<file path="src/rtl/kbt_pkg.sv">
// Shared types and constants of the three-axis Kalman bias tracker.
`timescale 1ns / 1ps

package kbt_pkg;

    localparam int AXES          = 3;
    localparam int AXIS_W        = $clog2(AXES);
    localparam int SAMPLE_W      = 16;
    localparam int DATA_W        = 32;
    localparam int GAIN_BITS     = 16;
    localparam int FRAC_BITS_DEF = 16;
    localparam int ADDR_W        = 3;
    localparam int REG_IDX_W     = 1;

    localparam logic [DATA_W-1:0] DRIFT_VAR_RESET = 32'd66;

    localparam logic [REG_IDX_W-1:0] REG_DRIFT_VAR  = 1'b0;
    localparam logic [REG_IDX_W-1:0] REG_SAMPLE_VAR = 1'b1;

    typedef struct packed {
        logic signed [SAMPLE_W-1:0] sample_x;
        logic signed [SAMPLE_W-1:0] sample_y;
        logic signed [SAMPLE_W-1:0] sample_z;
    } kbt_sample_t;

    typedef struct packed {
        logic signed [DATA_W-1:0] bias_est_x;
        logic signed [DATA_W-1:0] bias_est_y;
        logic signed [DATA_W-1:0] bias_est_z;
    } kbt_bias_t;

    typedef struct packed {
        logic [DATA_W-1:0] drift_var;
        logic [DATA_W-1:0] sample_var;
    } kbt_cfg_t;

endpackage

</file>
<file path="src/rtl/kalman_bias_tracker_three_axis_core.sv">
// Top level of the three-axis Kalman bias tracker.
`timescale 1ns / 1ps

// Tracks a random-walk bias on each of three sensor axes with a scalar Kalman
// filter per axis. Each accepted word carries one sample per axis; the axes are
// updated one after another by a single engine whose gain division yields one
// quotient bit per cycle (17 bits), with the gain products built MSB-first
// alongside it. No new sample word is taken while the axes are updated; a new
// word is taken once the result has moved to the output register; that move
// waits only while an older result is still held there. Noise registers are
// written over APB at byte addresses 0 (process) and 4 (measurement).

module kalman_bias_tracker_three_axis_core #(
    parameter int FRAC_BITS = kbt_pkg::FRAC_BITS_DEF
) (
    input  logic                         clk,
    input  logic                         rst_n,
    input  logic                         sample_valid,
    output logic                         sample_ready,
    input  kbt_pkg::kbt_sample_t         sample,
    output logic                         bias_valid,
    input  logic                         bias_ready,
    output kbt_pkg::kbt_bias_t           bias,
    input  logic                         psel,
    input  logic                         penable,
    input  logic                         pwrite,
    input  logic [kbt_pkg::ADDR_W-1:0]   paddr,
    input  logic [kbt_pkg::DATA_W-1:0]   pwdata,
    output logic [kbt_pkg::DATA_W-1:0]   prdata,
    output logic                         pready
);
    import kbt_pkg::*;

    localparam logic [1:0] ST_IDLE = 2'd0;
    localparam logic [1:0] ST_RUN  = 2'd1;
    localparam logic [1:0] ST_EMIT = 2'd2;

    localparam logic [DATA_W-1:0]  FIX_ONE   = DATA_W'(1) << FRAC_BITS;
    localparam logic [AXIS_W-1:0]  AXIS_LAST = AXIS_W'(AXES - 1);

    kbt_cfg_t cfg;

    logic [1:0]                 state_reg,     state_next;
    logic [AXIS_W-1:0]          axis_reg,      axis_next;
    logic                       start_reg,     start_next;
    logic                       out_valid_reg, out_valid_next;
    logic signed [SAMPLE_W-1:0] samp_reg     [AXES];
    logic signed [DATA_W-1:0]   bias_arr_reg [AXES];
    logic [DATA_W-1:0]          var_arr_reg  [AXES];
    kbt_bias_t                  out_reg;

    logic                       capture;
    logic                       write_axis;
    logic                       load_out;
    logic                       eng_done;
    logic signed [DATA_W-1:0]   eng_bias;
    logic [DATA_W-1:0]          eng_var;

    kbt_apb_regs #(
        .FRAC_BITS (FRAC_BITS)
    ) u_regs (
        .clk     (clk),
        .rst_n   (rst_n),
        .psel    (psel),
        .penable (penable),
        .pwrite  (pwrite),
        .paddr   (paddr),
        .pwdata  (pwdata),
        .prdata  (prdata),
        .pready  (pready),
        .cfg     (cfg)
    );

    kbt_axis_engine #(
        .FRAC_BITS (FRAC_BITS)
    ) u_engine (
        .clk      (clk),
        .rst_n    (rst_n),
        .start    (start_reg),
        .variance (var_arr_reg[axis_reg]),
        .bias     (bias_arr_reg[axis_reg]),
        .sample   (samp_reg[axis_reg]),
        .cfg      (cfg),
        .done     (eng_done),
        .new_bias (eng_bias),
        .new_var  (eng_var)
    );

    assign sample_ready = (state_reg == ST_IDLE);

    always_comb
    begin
        state_next     = state_reg;
        axis_next      = axis_reg;
        start_next     = 1'b0;
        out_valid_next = out_valid_reg;
        capture        = 1'b0;
        write_axis     = 1'b0;
        load_out       = 1'b0;
        if (out_valid_reg && bias_ready)
            out_valid_next = 1'b0;
        unique case (state_reg)
            ST_IDLE:
            begin
                if (sample_valid)
                begin
                    capture    = 1'b1;
                    axis_next  = '0;
                    start_next = 1'b1;
                    state_next = ST_RUN;
                end
            end
            ST_RUN:
            begin
                if (eng_done)
                begin
                    write_axis = 1'b1;
                    if (axis_reg == AXIS_LAST)
                        state_next = ST_EMIT;
                    else
                    begin
                        axis_next  = axis_reg + AXIS_W'(1);
                        start_next = 1'b1;
                    end
                end
            end
            ST_EMIT:
            begin
                if (!out_valid_reg || bias_ready)
                begin
                    load_out       = 1'b1;
                    out_valid_next = 1'b1;
                    state_next     = ST_IDLE;
                end
            end
            default: state_next = ST_IDLE;
        endcase
    end

    always_ff @(posedge clk or negedge rst_n)
    begin
        if (!rst_n)
        begin
            state_reg     <= ST_IDLE;
            axis_reg      <= '0;
            start_reg     <= 1'b0;
            out_valid_reg <= 1'b0;
            for (int i = 0; i < AXES; i++)
            begin
                bias_arr_reg[i] <= '0;
                var_arr_reg[i]  <= FIX_ONE;
            end
        end
        else
        begin
            state_reg     <= state_next;
            axis_reg      <= axis_next;
            start_reg     <= start_next;
            out_valid_reg <= out_valid_next;
            if (write_axis)
            begin
                bias_arr_reg[axis_reg] <= eng_bias;
                var_arr_reg[axis_reg]  <= eng_var;
            end
        end
    end

    always_ff @(posedge clk)
    begin
        if (capture)
        begin
            samp_reg[0] <= sample.sample_x;
            samp_reg[1] <= sample.sample_y;
            samp_reg[2] <= sample.sample_z;
        end
        if (load_out)
        begin
            out_reg.bias_est_x <= bias_arr_reg[0];
            out_reg.bias_est_y <= bias_arr_reg[1];
            out_reg.bias_est_z <= bias_arr_reg[2];
        end
    end

    assign bias_valid = out_valid_reg;
    assign bias       = out_reg;

endmodule

</file>
<file path="src/rtl/kbt_apb_regs.sv">
// APB configuration registers: process and measurement noise.
`timescale 1ns / 1ps

module kbt_apb_regs #(
    parameter int FRAC_BITS = kbt_pkg::FRAC_BITS_DEF
) (
    input  logic                         clk,
    input  logic                         rst_n,
    input  logic                         psel,
    input  logic                         penable,
    input  logic                         pwrite,
    input  logic [kbt_pkg::ADDR_W-1:0]   paddr,
    input  logic [kbt_pkg::DATA_W-1:0]   pwdata,
    output logic [kbt_pkg::DATA_W-1:0]   prdata,
    output logic                         pready,
    output kbt_pkg::kbt_cfg_t            cfg
);
    import kbt_pkg::*;

    localparam logic [DATA_W-1:0] FIX_ONE = DATA_W'(1) << FRAC_BITS;

    logic [DATA_W-1:0]    pn_reg;
    logic [DATA_W-1:0]    pn_next;
    logic [DATA_W-1:0]    mn_reg;
    logic [DATA_W-1:0]    mn_next;
    logic [REG_IDX_W-1:0] idx;
    logic                 wr_en;

    assign idx    = paddr[ADDR_W-1:2];
    assign wr_en  = psel && penable && pwrite && pready;
    assign pready = 1'b1;

    always_comb
    begin
        pn_next = pn_reg;
        mn_next = mn_reg;
        if (wr_en)
        begin
            unique case (idx)
                REG_DRIFT_VAR:  pn_next = pwdata;
                REG_SAMPLE_VAR: mn_next = pwdata;
                default:        ;
            endcase
        end
    end

    always_comb
    begin
        unique case (idx)
            REG_DRIFT_VAR:  prdata = pn_reg;
            REG_SAMPLE_VAR: prdata = mn_reg;
            default:        prdata = '0;
        endcase
    end

    always_ff @(posedge clk or negedge rst_n)
    begin
        if (!rst_n)
        begin
            pn_reg <= DRIFT_VAR_RESET;
            mn_reg <= FIX_ONE;
        end
        else
        begin
            pn_reg <= pn_next;
            mn_reg <= mn_next;
        end
    end

    assign cfg = {pn_reg, mn_reg};

endmodule

</file>
<file path="src/rtl/kbt_axis_engine.sv">
// One-axis update: bit-serial gain division with MSB-first shift-add products.
`timescale 1ns / 1ps

module kbt_axis_engine #(
    parameter int FRAC_BITS = kbt_pkg::FRAC_BITS_DEF
) (
    input  logic                                clk,
    input  logic                                rst_n,
    input  logic                                start,
    input  logic        [kbt_pkg::DATA_W-1:0]   variance,
    input  logic signed [kbt_pkg::DATA_W-1:0]   bias,
    input  logic signed [kbt_pkg::SAMPLE_W-1:0] sample,
    input  kbt_pkg::kbt_cfg_t                   cfg,
    output logic                                done,
    output logic signed [kbt_pkg::DATA_W-1:0]   new_bias,
    output logic        [kbt_pkg::DATA_W-1:0]   new_var
);
    import kbt_pkg::*;

    localparam int MEAS_W  = SAMPLE_W + FRAC_BITS;
    localparam int INNOV_W = ((MEAS_W > DATA_W) ? MEAS_W : DATA_W) + 1;
    localparam int K_W     = GAIN_BITS + 1;
    localparam int ACC_W   = INNOV_W + K_W;
    localparam int DEN_W   = DATA_W + 1;
    localparam int TRIAL_W = DEN_W + 1;
    localparam int KP_W    = DATA_W + GAIN_BITS;
    localparam int DELTA_W = ACC_W - GAIN_BITS;
    localparam int SUM_W   = DELTA_W + 1;
    localparam int CNT_W   = 5;

    localparam logic [CNT_W-1:0] CNT_DEN       = 5'd0;
    localparam logic [CNT_W-1:0] CNT_FIRST_DIV = 5'd1;
    localparam logic [CNT_W-1:0] CNT_LAST_DIV  = 5'd17;
    localparam logic [CNT_W-1:0] CNT_LAST_ACC  = 5'd18;
    localparam logic [CNT_W-1:0] CNT_FIN       = 5'd19;

    localparam logic signed [DATA_W-1:0] BIAS_MAX = {1'b0, {(DATA_W-1){1'b1}}};
    localparam logic signed [DATA_W-1:0] BIAS_MIN = {1'b1, {(DATA_W-1){1'b0}}};

    logic                      run_reg,   run_next;
    logic [CNT_W-1:0]          cnt_reg,   cnt_next;
    logic                      done_reg,  done_next;
    logic [DATA_W-1:0]         p_reg;
    logic [DEN_W-1:0]          den_reg;
    logic                      dz_reg;
    logic [DEN_W-1:0]          rem_reg;
    logic                      qbit_reg;
    logic signed [INNOV_W-1:0] innov_reg;
    logic signed [ACC_W-1:0]   acc_reg;
    logic [KP_W-1:0]           kp_reg;
    logic signed [DATA_W-1:0]  new_bias_reg;
    logic [DATA_W-1:0]         new_var_reg;

    logic [DEN_W-1:0]          p_sum;
    logic [DATA_W-1:0]         p_sat;
    logic signed [MEAS_W-1:0]  meas;
    logic signed [INNOV_W-1:0] innov_start;
    logic                      in_bit;
    logic [TRIAL_W-1:0]        trial;
    logic [TRIAL_W-1:0]        trial_sub;
    logic                      qbit;
    logic [DEN_W-1:0]          rem_step;
    logic signed [ACC_W-1:0]   acc_step;
    logic [KP_W-1:0]           kp_step;
    logic signed [DELTA_W-1:0] delta;
    logic signed [SUM_W-1:0]   bias_sum;
    logic [SUM_W-DATA_W:0]     sum_hi;
    logic signed [DATA_W-1:0]  bias_sat;
    logic [KP_W-1:0]           var_diff;
    logic                      div_step;
    logic                      acc_step_en;

    assign p_sum       = {1'b0, variance} + {1'b0, cfg.drift_var};
    assign p_sat       = p_sum[DATA_W] ? {DATA_W{1'b1}} : p_sum[DATA_W-1:0];
    assign meas        = $signed({sample, {FRAC_BITS{1'b0}}});
    assign innov_start = INNOV_W'(meas) - INNOV_W'(bias);

    assign in_bit    = (cnt_reg == CNT_FIRST_DIV) ? p_reg[0] : 1'b0;
    assign trial     = {rem_reg, in_bit};
    assign trial_sub = trial - {1'b0, den_reg};
    assign qbit      = !dz_reg && (trial >= {1'b0, den_reg});
    assign rem_step  = qbit ? trial_sub[DEN_W-1:0] : trial[DEN_W-1:0];

    assign acc_step = (acc_reg <<< 1) + (qbit_reg ? ACC_W'(innov_reg) : '0);
    assign kp_step  = (kp_reg << 1) + (qbit_reg ? KP_W'(p_reg) : '0);

    assign delta    = acc_reg[ACC_W-1:GAIN_BITS];
    assign bias_sum = SUM_W'(delta) + SUM_W'(bias);
    assign sum_hi   = bias_sum[SUM_W-1:DATA_W-1];
    assign bias_sat = ((&sum_hi) || (~|sum_hi)) ? bias_sum[DATA_W-1:0]
                    : (bias_sum[SUM_W-1] ? BIAS_MIN : BIAS_MAX);
    assign var_diff = {p_reg, {GAIN_BITS{1'b0}}} - kp_reg;

    assign div_step    = run_reg && (cnt_reg >= CNT_FIRST_DIV) && (cnt_reg <= CNT_LAST_DIV);
    assign acc_step_en = run_reg && (cnt_reg >= CNT_FIRST_DIV) && (cnt_reg <= CNT_LAST_ACC);

    always_comb
    begin
        run_next  = run_reg;
        cnt_next  = cnt_reg;
        done_next = 1'b0;
        if (start)
        begin
            run_next = 1'b1;
            cnt_next = CNT_DEN;
        end
        else if (run_reg)
        begin
            if (cnt_reg == CNT_FIN)
            begin
                run_next  = 1'b0;
                done_next = 1'b1;
            end
            else
            begin
                cnt_next = cnt_reg + CNT_W'(1);
            end
        end
    end

    always_ff @(posedge clk or negedge rst_n)
    begin
        if (!rst_n)
        begin
            run_reg  <= 1'b0;
            cnt_reg  <= '0;
            done_reg <= 1'b0;
        end
        else
        begin
            run_reg  <= run_next;
            cnt_reg  <= cnt_next;
            done_reg <= done_next;
        end
    end

    always_ff @(posedge clk)
    begin
        if (start)
        begin
            p_reg     <= p_sat;
            innov_reg <= innov_start;
            acc_reg   <= '0;
            kp_reg    <= '0;
            qbit_reg  <= 1'b0;
        end
        else
        begin
            if (run_reg && (cnt_reg == CNT_DEN))
            begin
                den_reg <= {1'b0, p_reg} + {1'b0, cfg.sample_var};
                dz_reg  <= ~|({1'b0, p_reg} + {1'b0, cfg.sample_var});
                rem_reg <= DEN_W'(p_reg >> 1);
            end
            if (div_step)
            begin
                rem_reg  <= rem_step;
                qbit_reg <= qbit;
            end
            if (acc_step_en)
            begin
                acc_reg <= acc_step;
                kp_reg  <= kp_step;
            end
            if (run_reg && (cnt_reg == CNT_FIN))
            begin
                new_bias_reg <= bias_sat;
                new_var_reg  <= var_diff[KP_W-1:GAIN_BITS];
            end
        end
    end

    assign done     = done_reg;
    assign new_bias = new_bias_reg;
    assign new_var  = new_var_reg;

endmodule

</file>
<file path="config.mk">
export PLATFORM = sky130hd
export DESIGN_NAME = kalman_bias_tracker_three_axis_core
export DESIGN_NICKNAME = d
export VERILOG_FILES = /design/src/rtl/kbt_pkg.sv /design/src/rtl/kalman_bias_tracker_three_axis_core.sv /design/src/rtl/kbt_apb_regs.sv /design/src/rtl/kbt_axis_engine.sv
export SDC_FILE = /design/constraint.sdc
export NUM_CORES = 2
export LEC_CHECK = 0
export BUFFER_PORTS_ARGS = -buffer_cell sky130_fd_sc_hd__buf_2
export CAP_MARGIN = 15
export CORE_UTILIZATION = 35
export DETAILED_ROUTE_END_ITERATION = 6
export GPL_TIMING_DRIVEN = 0
export PLACE_DENSITY = 0.5
export SLEW_MARGIN = 25
export SYNTH_ARGS = -nofsm -noshare
export SYNTH_HDL_FRONTEND = slang
export SYNTH_HIERARCHICAL = 1
export SYNTH_SLANG_ARGS = --single-unit
</file>
<file path="constraint.sdc">
create_clock -name clk -period 10.71 [get_ports clk]
set_clock_uncertainty 0.2 [all_clocks]
set_input_delay 2.142 -clock clk [delete_from_list [all_inputs] [get_ports clk]]
set_output_delay 2.142 -clock clk [all_outputs]
set_load 0.01 [all_outputs]
</file>
# [Yosys cells after proc, flatten, opt, wreduce, memory -nomap -nowiden]
# Memory sizes are Yosys's and may differ from the RTL's.
# Cells that the tools add are included.
[word_totals] latch_bits=0 regBits=660 ramBits=48 elab_cells=142 memories=1 mem_bits_ro=0 output_inout_bits=131
[op_classes] n_shift=0 magnitude_cmp=6 n_bitwise=3 n_addsub=10 mul=0 div_mod_pow=0 mux=51 eq_ne=11 n_reduce_logical=32
[mem_list] name="samp_reg" depth=3 word_bits=16 read_ports=1 rd_ports_with_merged_regs=0 wr=3 line_no="kalman_bias_tracker_three_axis_core.sv:47" rtl="logic signed [SAMPLE_W-1:0] samp_reg [AXES];"
[op_table] op="2-to-1 mux 32 bit" n=8
[op_table] op="bitwise mux 96 bit" n=2
[op_table] op="binary-select mux 32 bit (select 2 bit)" n=2
[op_table] op="2-to-1 mux 33 bit" n=3
[op_table] op="adder 32 x 32 -> 33 bit" n=2
[op_table] op="demux 32 bit (select 2 bit)" n=1
[op_table] op="case mux 32 bit (2 select lines)" n=1
[op_table] op="adder 50 bit" n=1
[op_table] op="2-to-1 mux 50 bit" n=1
[op_table] op="adder 48 bit" n=1
[op_table] op="subtractor 48 bit" n=1
[op_table] op="adder 34 x 32 -> 35 bit" n=1
[op_table] op=">= comparator 34 x 33 -> 1 bit" n=1
[op_table] op="OR reduction 33 bit" n=1
[op_table] op="subtractor 32 x 32 -> 33 bit" n=1
[op_table] op="subtractor 33 bit" n=1
[op_table] op="2-to-1 mux 1 bit" n=20
[op_table] op="2-to-1 mux 5 bit" n=3
[op_table] op="2-to-1 mux 2 bit" n=7
[op_table] op="AND reduction 2 bit" n=6
[op_table] op="AND reduction 4 bit" n=3
[op_table] op="<= comparator 5 bit, second input constant" n=2
[op_table] op="logical AND 1 bit" n=10
[op_table] op="!= test 2 bit, second input constant" n=5
[op_table] op="21 further kinds" n=29

# [Depth between registers and ports, before layout]
[logic_depth] ltp_word=9 mapped_depth=21 ltp_nobuf=17

# [Modules after synthesis]
# The synthesis kept the hierarchy.
[by_module_without_submodules] module="kbt_axis_engine" cells_per_inst=2814 seq_area_each_um2=8042.7 area_per_inst_um2=24214.5 instances=1
[by_module_without_submodules] module="kalman_bias_tracker_three_axis_core" cells_per_inst=844 seq_area_each_um2=9282.7 area_per_inst_um2=13435.4 instances=1
[by_module_without_submodules] module="kbt_apb_regs" cells_per_inst=174 seq_area_each_um2=1605.3 area_per_inst_um2=2915.3 instances=1

# [Least setup slack after synthesis]
# No wires, ideal clock.
[synth_path] path_kind="input-to-reg" start="input port bias_ready" end="register out_reg (netlist bit bias[0]), enable pin" n_path_buf=0 arrival_ps=6519 required_ps=9947 setup_ps=563 path_stages=2 path_slack_ps=3428 cell_sequence="nand2b_1 > nor2b_1"
[synth_between] elab_chain_len=3
[synth_lines] item="start, declared" line_no="kalman_bias_tracker_three_axis_core.sv:22" rtl="input logic bias_ready,"
[synth_lines] item="logical OR 1 bit" line_no="kalman_bias_tracker_three_axis_core.sv:129" rtl="if (!out_valid_reg || bias_ready)"
[synth_lines] item="2-to-1 mux 1 bit" line_no="kalman_bias_tracker_three_axis_core.sv:129"
[synth_lines] item="2-to-1 mux 1 bit" line_no="kalman_bias_tracker_three_axis_core.sv:102" rtl="unique case (state_reg)"
[synth_lines] item="via load_out" line_no="kalman_bias_tracker_three_axis_core.sv:54" rtl="logic load_out;"
[synth_lines] item="end, declared" line_no="kalman_bias_tracker_three_axis_core.sv:50" rtl="kbt_bias_t out_reg;"
# The timed path passes the listed nets, and every way through them passes these cells.
# A chain may end at the register's enable or synchronous reset.

# [Final worst setup path]
[layout_path] start="register axis_reg[1]" end="register u_engine.new_bias_reg[0], in the netlist u_engine/new_bias[0] (data pin)"
[layout_between] elab_chain_len=9 elab_cells_between_ends=11
[layout_lines] item="start, declared" line_no="kalman_bias_tracker_three_axis_core.sv:44" rtl="logic [AXIS_W-1:0] axis_reg, axis_next;"
[layout_lines] item="start signal, assigned" line_no="kalman_bias_tracker_three_axis_core.sv:157" rtl="axis_reg <= axis_next;"
[layout_lines] item="NOT 2 -> 3 bit (implied by the code) *" line_no="kalman_bias_tracker_three_axis_core.sv:81" rtl=".bias (bias_arr_reg[axis_reg]),"
[layout_lines] item="binary-select mux 32 bit (select 2 bit) *" line_no="kalman_bias_tracker_three_axis_core.sv:81"
[layout_lines] item="2-to-1 mux 32 bit (implied by the code) * (2 in a row)" line_no="kalman_bias_tracker_three_axis_core.sv:81"
[layout_lines] item="adder 34 x 32 -> 35 bit *" line_no="kbt_axis_engine.sv:88" rtl="assign bias_sum = SUM_W'(delta) + SUM_W'(bias);"
[layout_lines] item="OR reduction 4 bit" line_no="kbt_axis_engine.sv:90" rtl="assign bias_sat = ((&sum_hi) || (~|sum_hi)) ? bias_sum[DATA_W-1:0]"
[layout_lines] item="logical NOT 1 bit" line_no="kbt_axis_engine.sv:90"
[layout_lines] item="logical OR 1 bit" line_no="kbt_axis_engine.sv:90"
[layout_lines] item="2-to-1 mux 32 bit *" line_no="kbt_axis_engine.sv:90"
[layout_lines] item="via u_engine.bias_sat[0]" line_no="kbt_axis_engine.sv:68" rtl="logic signed [DATA_W-1:0] bias_sat;"
[layout_lines] item="end signal, assigned" line_no="kbt_axis_engine.sv:167" rtl="new_bias_reg <= bias_sat;"
[layout_lines] item="end, declared" line_no="kbt_axis_engine.sv:51" rtl="logic signed [DATA_W-1:0] new_bias_reg;"
# Mark *: on every way through the listed nets, which the timed path passes. The rest lies on a longest branch. The select of a mux whose other input is x is not followed.

==> out/results.tsv <==
metric	value	unit
fin_ws	3820	ps
pwr-share-seq	30.7	%
yosys_most_used_dff	edfxtp_1	
area_growth_syn_to_layout	15.2	%
fin_crit_sh	64.3	%
r2r_start	axis_reg[1]	
critPathCaptureType	register	
hp-start	u_engine/acc_reg[12]	
h-tree-depth	3	
clk_path_buf_depth	3	
post-place-ws	3850	ps
ctsHoldBuffers	0	
die-area	117000	um^2
syn_inst	3832	
p_leak	20.2	nW
num_rows	124	
min_path_cells	2	
switching_share	41.4	%
grt_max_degree	83	
slew_viol_final	0	
synth_cell_types	99	
clkTransAtPathRegs	60	ps
core-area	115000	um^2
critical_path_arrival	7180	ps
ys_ff_latch	708	
grt_remaining_overflow	0	
violations	design-rule violations	
wirelength	119	mm
cts_resized	0	
synth_edf_count	340	
wl_per_cell	20.8	um
start_util	35.4	%
vdd_ir_drop_max	0.143	mV
fp.dieW	342	um
dr.pass1.iters	7	
critical_path_class	register to register	
grt_pass1_wl	180	mm
finalNonFillerCells	5742	
syn_nets	4193	
worstPathMaxFanout	11	
post-cts-setup-buffer-count	0	
final_common_cell	nand2_1	
async_reset_ff_share	38.0	%
viasPerCell	5.26	
max-cap-violations	0	
synth_area	40600	um^2
port_buffers	216	
hold_end	u_engine/acc_reg[12]	
cts_buffers	84	
outcome	complete, but fails checks	
clock_power_share	21.0	%
clk_latency	660	ps
drcViolationCount	14	
rsz0062_at_grt	false	
yosysWarnings	6	
hpwl	91.2	mm
intPower	8.09	mW
first_global_vias	28882	
place_congestion	0.924	
cts_tree	built	
drive_gt1_share	18.2	%
finish.net_count	4519	
post-synth-top-area-fraction	25.2	%
final-setup-viol-count	0	
drtIter0Drc	1963	
fp.dieH	342	um
antenna_found_initial	5	
syn_area_per_cell	10.6	um^2
max_freq	0.145	GHz
hold_violations	0	
dp.cells	5584	
cp-start-kind	register	
ys_seq_area_share	46.7	%
finalCriticalPeriod	6890	ps
reg2reg_setup_slack	3820	ps
yosysTopAreaCell	edfxtp_1	
ant_nets	0	
crit_required	11010	ps
hold_class	register to register	
worstReg2RegEnd	u_engine/new_bias[0]	
fillCellCount	11123	
io_pins	221	
grt_usage	20.2	%
dr_total_vias	30224	
power.density	296	nW/um^2
combPwrFrac	48.3	%
switchingPower	5.73	mW
final_cell_mix	nand2_1, edfxtp_1, a21oi_1, ha_1, dfrtp_1	
synth_area_leaders	edfxtp_1, dfrtp_1, ha_1	
tightest_slew	1030	ps
clock_sinks	708	
cts-root-buf	clkbuf_16	
timing.slew.headroom	30.9	%
reg2reg_depth	21	
[layer usage]
layer	track usage, %	vias to the layer above	wire length (um)
met1	30.2	14752	59200
met4	4.96	4	2250
met2	30.4	685	52100
met5	0	-	29
li1	-	14658	-
met3	2.82	125	5930
[through the flow]
stage | power (mW) | hold slack (ps) | area, um^2 | util, % | setup TNS [ps]
global route | 14.8 | 275 | 46700 | 40.8 | 0
global placement | 10.8 | 245 | 43500 | 38.0 | -75560
CTS | 13.9 | 263 | 46700 | 40.8 | 0
floorplan | 8.92 | 232 | 40600 | - | 0
detailed placement | 10.9 | 253 | 43900 | 38.3 | 0
finish | 13.8 | 257 | 46700 | 40.8 | 0
[cells in the mapped netlist (21+ instances only)]
library cell,number
xnor2_1,146
edfxtp_1,340
dfxtp_1,99
o21bai_1,25
and3_1,21
a21o_1,129
nor2_1,186
nand2_1,398
nor3_1,56
dfrtp_1,263
or3_1,26
nand4_1,27
and2_1,68
buf_2,27
buf_6,23
nand3_1,70
ha_1,265
a211oi_1,38
inv_1,145
nand2b_1,38
mux2i_1,84
xor2_1,92
mux2_4,30
o21ai_1,35
nor2b_1,37
a31oi_1,22
a21oi_1,328
clkbuf_1,83
o21ai_0,224
mux2_2,253
o21a_1,25
[cell families after synthesis]
family	Yosys count	share of synthesized area (%)
other	1	0.00924
multiplexers	373	10.4
adder cells (fa/ha/maj)	271	8.47
buffers and inverters	288	3.21
AND/OR/NAND/NOR	990	11.5
AO/OA/AOI/OAI	962	14.6
XOR/XNOR	239	5.18
flip-flops	708	46.7
[worst max-delay path, stage by stage, from the launching register on]
cell and delay (ps):
dfrtp_1 350, buf_2 500, nor2b_1 200, buf_2 520, clkbuf_1 540, nand2_1 90
o21ai_0 290, ha_1 280, inv_1 60, fa_1 380, nand2b_1 210, a21oi_1 270
o21bai_1 180, a211o_1 360, a21oi_1 400, a21oi_1 190, nand2_1 150, a211oi_1 80
nor3_1 380, o31a_1 510, buf_2 390, a21o_1 160
[cell type report]
class                   count  area (um^2)  share of cell area [%]
inverters                 145          544                    1.16
well taps                1512         1890                    4.05
diodes                      1         2.50                 0.00535
repair buffers            240         1450                    3.11
clock buffers             110         2330                    4.99
flip-flops and latches    708        18900                    40.5
multi-input cells        2836        20400                    43.6
plain buffers             143          757                    1.62
clock inverters            47          462                   0.988
[worst max path at each step]
stage	from	to	slack (ps)	cells past startpoint
after CTS	axis_reg[1]	u_engine/new_bias[1]	3800	21
after global routing	axis_reg[1]	u_engine/new_bias[1]	3360	21
after detailed placement	axis_reg[1]	u_engine/new_bias[21]	3850	21
after global placement	start_reg	u_engine/done	-1380	3
final	axis_reg[1]	u_engine/new_bias[0]	3820	21
after floorplan	bias_ready	bias[0]	3430	2
[power groups by stage]
| stage | logic, mW | registers, mW | clock network, mW |
|---|---|---|---|
| finish | 6.68 | 4.24 | 2.90 |
| floorplan | 4.83 | 4.08 | 0 |
| global route | 7.39 | 4.32 | 3.09 |
| CTS | 6.65 | 4.25 | 2.99 |
| detailed placement | 6.60 | 4.30 | 0 |
| global placement | 6.52 | 4.32 | 0 |
(Power assumes the default switching activity.)
